--- config.mk ---
export PLATFORM = sky130hd
export DESIGN_NAME = v4n_div_lane
export DESIGN_NICKNAME = d
export VERILOG_FILES = /design/src/rtl/v4n_pkg.sv /design/src/rtl/v4n_div_lane.sv
export SDC_FILE = /design/constraint.sdc
export NUM_CORES = 2
export LEC_CHECK = 0
export BUFFER_PORTS_ARGS = -buffer_cell sky130_fd_sc_hd__buf_2
export CORE_UTILIZATION = 64
export CTS_CLUSTER_DIAMETER = 30
export DETAILED_ROUTE_END_ITERATION = 7
export PLACE_DENSITY = 0.81
export REMOVE_ABC_BUFFERS = 1
export SETUP_SLACK_MARGIN = 0.15
export SYNTH_ARGS = -nofsm -noshare
export SYNTH_HDL_FRONTEND = slang
export SYNTH_SLANG_ARGS = --single-unit
--- constraint.sdc ---
create_clock -name clk_i -period 4.8 [get_ports clk_i]
set_clock_uncertainty 0.15 [all_clocks]
set_input_delay 0.96 -clock clk_i [delete_from_list [all_inputs] [get_ports clk_i]]
set_output_delay 0.96 -clock clk_i [all_outputs]
set_load 0.005 [all_outputs]
--- src/rtl/v4n_pkg.sv ---
`default_nettype none
package v4n_pkg;

  localparam int FRAC_BITS_DEF = 16;
  localparam int SQ_STAGES     = 32;
  localparam int MIN_LEN_W     = 17;
  localparam int LEN_W         = 33;
  localparam int MAG_W         = 31;
  localparam logic [MIN_LEN_W-1:0] MIN_LEN_RST = 17'd7;
  localparam logic [MAG_W-1:0]     MAG_MAX     = 31'h7FFF_FFFF;

  typedef enum logic [2:0] {
    ACT_ADD  = 3'd0,
    ACT_SUB  = 3'd1,
    ACT_MUL  = 3'd2,
    ACT_NEG  = 3'd3,
    ACT_NORM = 3'd4,
    ACT_LEN  = 3'd5
  } action_e;

  typedef struct packed {
    logic        sat;
    logic [31:0] val;
  } clip_t;

  typedef struct packed {
    logic [31:0] r;
    logic        sat;
    logic        neg;
    logic [31:0] abs;
    logic [63:0] sq;
  } lane_out_t;

  function automatic clip_t clip32(logic signed [63:0] v);
    clip_t c;
    if (v > 64'sd2147483647) begin
      c.sat = 1'b1;
      c.val = 32'h7FFF_FFFF;
    end else if (v < -64'sd2147483648) begin
      c.sat = 1'b1;
      c.val = 32'h8000_0000;
    end else begin
      c.sat = 1'b0;
      c.val = v[31:0];
    end
    return c;
  endfunction

endpackage
`default_nettype wire

--- src/rtl/v4n_div_lane.sv ---
`default_nettype none
module v4n_div_lane #(
  parameter int FRAC_BITS = v4n_pkg::FRAC_BITS_DEF
) (
  input  wire logic                      clk_i,
  input  wire logic                      en_i,
  input  wire logic [FRAC_BITS+33:0]     num_i,
  input  wire logic [v4n_pkg::LEN_W-1:0] den_i,
  output logic      [FRAC_BITS:0]        quo_o
);
  import v4n_pkg::*;

  localparam int NW = FRAC_BITS + 34;
  localparam int QW = FRAC_BITS + 1;

  logic [NW-1:0]    rem_q [QW];
  logic [LEN_W-1:0] den_q [QW];
  logic [QW-1:0]    quo_q [QW];

  for (genvar j = 0; j < QW; j++) begin : g_stage
    localparam int K = FRAC_BITS - j;
    logic [NW-1:0]    rem_p, sh, rem_d;
    logic [LEN_W-1:0] den_p;
    logic [QW-1:0]    quo_p, quo_d;
    if (j == 0) begin : g_first
      assign rem_p = num_i;
      assign den_p = den_i;
      assign quo_p = '0;
    end else begin : g_next
      assign rem_p = rem_q[j-1];
      assign den_p = den_q[j-1];
      assign quo_p = quo_q[j-1];
    end
    always_comb begin
      sh = NW'(den_p) << K;
      if (rem_p >= sh) begin
        rem_d = rem_p - sh;
        quo_d = quo_p | (QW'(1) << K);
      end else begin
        rem_d = rem_p;
        quo_d = quo_p;
      end
    end
    always_ff @(posedge clk_i) begin
      if (en_i) begin
        rem_q[j] <= rem_d;
        den_q[j] <= den_p;
        quo_q[j] <= quo_d;
      end
    end
  end

  assign quo_o = quo_q[QW-1];
endmodule
`default_nettype wire

; ---- After elaboration in Yosys (flattened, before gate mapping)
; Memories as Yosys holds them, arrays and structs flattened.
; Index checks and enable logic that the tools add are counted.
[totals]
rom_bits = 0
reg_bits = 0
wordCells = 73
mem_count = 3
in_bits = 85
mem_bits_rw = 1700
latch_bits = 0
out_inout_bits = 17
[mem_list]
columns = memory, depth, width, read_ports, rd_ports_with_merged_regs, wr, line_no
row1 = rem_q, 17, 50, 16, 0, 17, v4n_div_lane.sv:16  ; logic [NW-1:0] rem_q [QW];
row2 = den_q, 17, 33, 16, 0, 17, v4n_div_lane.sv:17  ; logic [LEN_W-1:0] den_q [QW];
row3 = quo_q, 17, 17, 17, 0, 17, v4n_div_lane.sv:18  ; logic [QW-1:0] quo_q [QW];
[op_classes]
reduce_logical = 0
n_div = 0
multipliers = 0
n_addsub = 17
n_bitwise = 0
muxes = 36
n_lt_le_gt_ge = 17
n_eq_ne = 0
shift = 0
[op_table]
columns = op, n
row1 = 50-bit 2-to-1 mux, 17
row2 = 50-bit by 33-bit >= comparator with 1-bit output, 1
row3 = 50-bit by 34-bit >= comparator with 1-bit output, 1
row4 = 50-bit by 35-bit >= comparator with 1-bit output, 1
row5 = 50-bit by 36-bit >= comparator with 1-bit output, 1
row6 = 50-bit by 37-bit >= comparator with 1-bit output, 1
row7 = 50-bit by 38-bit >= comparator with 1-bit output, 1
row8 = 50-bit by 39-bit >= comparator with 1-bit output, 1
row9 = 50-bit by 40-bit >= comparator with 1-bit output, 1
row10 = 50-bit by 41-bit >= comparator with 1-bit output, 1
row11 = 50-bit by 42-bit >= comparator with 1-bit output, 1
row12 = 50-bit by 43-bit >= comparator with 1-bit output, 1
row13 = 50-bit by 44-bit >= comparator with 1-bit output, 1
row14 = 50-bit by 45-bit >= comparator with 1-bit output, 1
row15 = 50-bit by 46-bit >= comparator with 1-bit output, 1
row16 = 50-bit by 47-bit >= comparator with 1-bit output, 1
row17 = 50-bit by 48-bit >= comparator with 1-bit output, 1
row18 = 50-bit by 49-bit >= comparator with 1-bit output, 1
row19 = 50-bit by 33-bit subtractor with 50-bit output, 1
row20 = 50-bit by 34-bit subtractor with 50-bit output, 1
row21 = 50-bit by 35-bit subtractor with 50-bit output, 1
row22 = 50-bit by 36-bit subtractor with 50-bit output, 1
row23 = 50-bit by 37-bit subtractor with 50-bit output, 1
row24 = 50-bit by 38-bit subtractor with 50-bit output, 1
row25 = other kinds (28), 30

; ---- Depth between registers and ports, before layout
; An unclocked memory read counts as a cell.
[logic_depth]
ltp_word = 3
depth_mapped = 16
ltp_nobuf = 15

; ---- Worst setup path after synthesis
; No wires, ideal clock.
[synth_timing]
path_kind = input-to-reg
from = in num_i[16]
to = mem rem_q[0][42] in the netlist's numbering, data pin
slack_ns = 0.568
t_arrival_ns = 3.822
setup_ns = 0.260
required_ns = 4.390
cell_stages = 16
path_buffers = 2
cell_sequence = inv_1 ha_1 inv_1 fa_1 a21oi_1 o221ai_1 a221o_1 nor3b_1 nand4bb_1 nand2_1 o31a_1 o31ai_1 a31o_2 buf_2 buf_2 mux2_2
[synth_lines]
columns = element, line_no
row1 = "start, declared", v4n_div_lane.sv:7  ; input wire logic [FRAC_BITS+33:0] num_i,
row2 = "end, declared", v4n_div_lane.sv:16

==> reports/metrics.yaml <==
outcome: "finished, final reports clean"
dp_hpwl_mm: 152
cts_buffer_depth: 4
cts.sinks: 1481
hold_depth: 1
drt_pass1_iterations: 6
slew_viol_final: 0
p_total_mw: 67.0
cp-end-kind: "register"
setup_tns_ns: 0
cts_tree: "yes"
grt_antenna_before_repair: 3
power_density_nw_per_um2: 681
drt-initial-drc-count: 5424
r2r_cells: 13
grt_pass1_wl_mm: 336
required_ns: 5.24
yosys_register_bits: 1481
fmax_mhz: 222
routabilityCongestion: 1.00
ios: 102
layout_common_cells: "edfxtp_1, inv_1, a21oi_1"
setup.worst_path.start_class: "register"
avgViaCountPerCell: 6.20
start_util: 0.649
worst_hold_slack_ns: 0.0576
synth_flop_cell: "edfxtp_1"
fin_nets: 8753
synth-edff-count: 1481
drc: 0
grt_pass1_vias: 64739
final_common_cell: "edfxtp_1"
worst_pin_slew_ns: 0.977
min_path_type: "in -> reg"
synth_cells: 7747
power.leakage_nw: 39.8
yosysTopAreaCell: "edfxtp_1"
crit_fanout: 3
path_clk_slew_ns: 0.06
finalWorstPathRequiredPeriod_ns: 4.51
n_fill_cell: 8004
root_buffer: "clkbuf_16"
drive_above_1_share: 0.117
finalSetupViolCount: 0
portBuffers: 101
cts_buffers: 330
yosys_warnings: 0
fp.dieArea_sq_um: 133000
grt_max_degree: 130
core_sq_um: 130000
gr-total-overflow: 0
rows: 132
synth_top_area_share: 0.527
cap_violations: 0
arrival_ns: 4.95
min_from: "num_i[5]"
postCtsHoldBufs: 0
wl_per_cell_microns: 21.5
vias: 62499
vdd_ir_drop_max_mv: 0.376
synthTopCellsByArea: "edfxtp_1, ha_1, a21oi_1"
htree_levels: 5
wl_mm: 217
area_growth_pct: 16.6
seq_area_frac_synth: 0.527
path_class: "reg -> reg"
r2r_end: "rem_q[0][397]"
hold_end: "rem_q[0][5]"
die_y_microns: 365
clk_latency_ns: 0.95
avgSynthCellArea_sq_um: 10.9
synth_cell_types: 105
die_w_microns: 365
max_slew_margin: 0.338
synth-async-reset-ratio: 0
antenna_left: 0
rsz0062_at_grt: "true"
ff2ff_setup_slack_ns: 0.29
hold_violations: 0
r2r_start: "rem_q[0][309]"
track_usage: 0.323
synth_area_sq_um: 84500
min_period_over_period: 0.940
[layout make-up]
class                   instances  area [sq um]  area share
inverters                     725          2720      0.0276
repair buffers                258          2100      0.0213
clock inverters               205          2130      0.0216
clock buffers                 369          8490      0.0862
multi-input cells            5295         36400       0.369
well taps                    1742          2180      0.0221
diodes                          4          10.0    0.000102
flip-flops and latches       1481         44500       0.452
[registers in the layout, indices dropped and copies added (netlist names)]
name	cells
rem_q	800
den_q	528
quo_q	153
[routing by layer]
layer,global-route usage,vias to the layer above,part of all wire
met5,0,-,0
met4,0.260,0,0.084
met3,0.0502,906,0.048
met2,0.628,2776,0.55
met1,0.292,29567,0.32
li1,-,29250,-
[synthesized netlist by cell type, types with 40 or more instances]
cell / n
edfxtp_1: 1481
inv_1: 722
a21oi_1: 682
nand2_1: 581
ha_1: 561
o21ai_0: 514
nor2_1: 477
xnor2_1: 343
a21o_1: 308
xor2_1: 256
clkbuf_1: 184
nand3_1: 144
nand4_1: 133
mux2_2: 119
nor3_1: 108
nand2b_1: 72
nor2b_1: 71
o21a_1: 71
nor4_1: 69
o21bai_1: 69
a31oi_1: 67
a211oi_1: 63
o31ai_1: 40
[how the worst max path moves through the flow]
| stage | endpoint | start | cells past startpoint | slack, ns |
|---|---|---|---|---|
| 5_1_grt | rem_q[0][444] | rem_q[0][358] | 14 | 0.13 |
| 2_1_floorplan | rem_q[0][66] | rem_q[0][19] | 10 | -1.58 |
| 3_5_place_dp | rem_q[0][18] | num_i[16] | 16 | 0.20 |
| 4_1_cts | rem_q[0][793] | rem_q[0][701] | 15 | 0.18 |
| 3_3_place_gp | rem_q[0][17] | num_i[16] | 16 | 0.22 |
| 6_report | rem_q[0][397] | rem_q[0][309] | 13 | 0.29 |
[metrics by stage]
| stage | utilization | worst slack, ns | cell area [sq um] | std cells |
|---|---|---|---|---|
| after floorplan | - | -1.58 | 83400 | 7501 |
| after global placement | 0.675 | 0.220 | 87800 | 9501 |
| after detailed placement | 0.675 | 0.205 | 87800 | 9501 |
| after CTS | 0.756 | 0.181 | 98400 | 10075 |
| after global routing | 0.757 | 0.128 | 98500 | 10075 |
| final | 0.757 | 0.287 | 98500 | 10079 |
[power breakdown]
part,switching (mW),internal (mW)
Combinational,14.6,10.2
Clock,6.98,14.5
Sequential,1.97,18.7
Total,23.5,43.5
[critical path, stage by stage (launching register included)]
cell      delay, ns
edfxtp_1       0.38
inv_1          0.08
ha_1           0.20
fa_1           0.26
nor2b_1        0.11
o31ai_1        0.41
a21boi_0       0.26
o221ai_1       0.41
a41oi_1        0.19
o21ai_0        0.43
o21ai_0        0.29
a221oi_1       0.64
o211ai_1       0.19
xnor2_1        0.20
[kinds of logic (layout without fill, tap and decap cells)]
group | after synthesis | in the layout | synth area share
DFF | 1481 | 1481 | 0.527
adders and majority gates | 577 | 577 | 0.0869
muxes | 128 | 128 | 0.0170
xor gates and xnor gates | 599 | 599 | 0.0621
other | 0 | 4 | 0
AOI/OAI and AO/OA | 2088 | 2088 | 0.153
buffers and inverters | 971 | 1557 | 0.0444
and+or+nand+nor | 1903 | 1903 | 0.110
[repair_timing]
| action | CTS | global route |
|---|---|---|
| setup buffers | 0 | 0 |
| resized for setup | 0 | 13 |
| endpoints found under the setup margin | 0 | 29 |
Note: power is estimated with default switching activity, not from simulation.
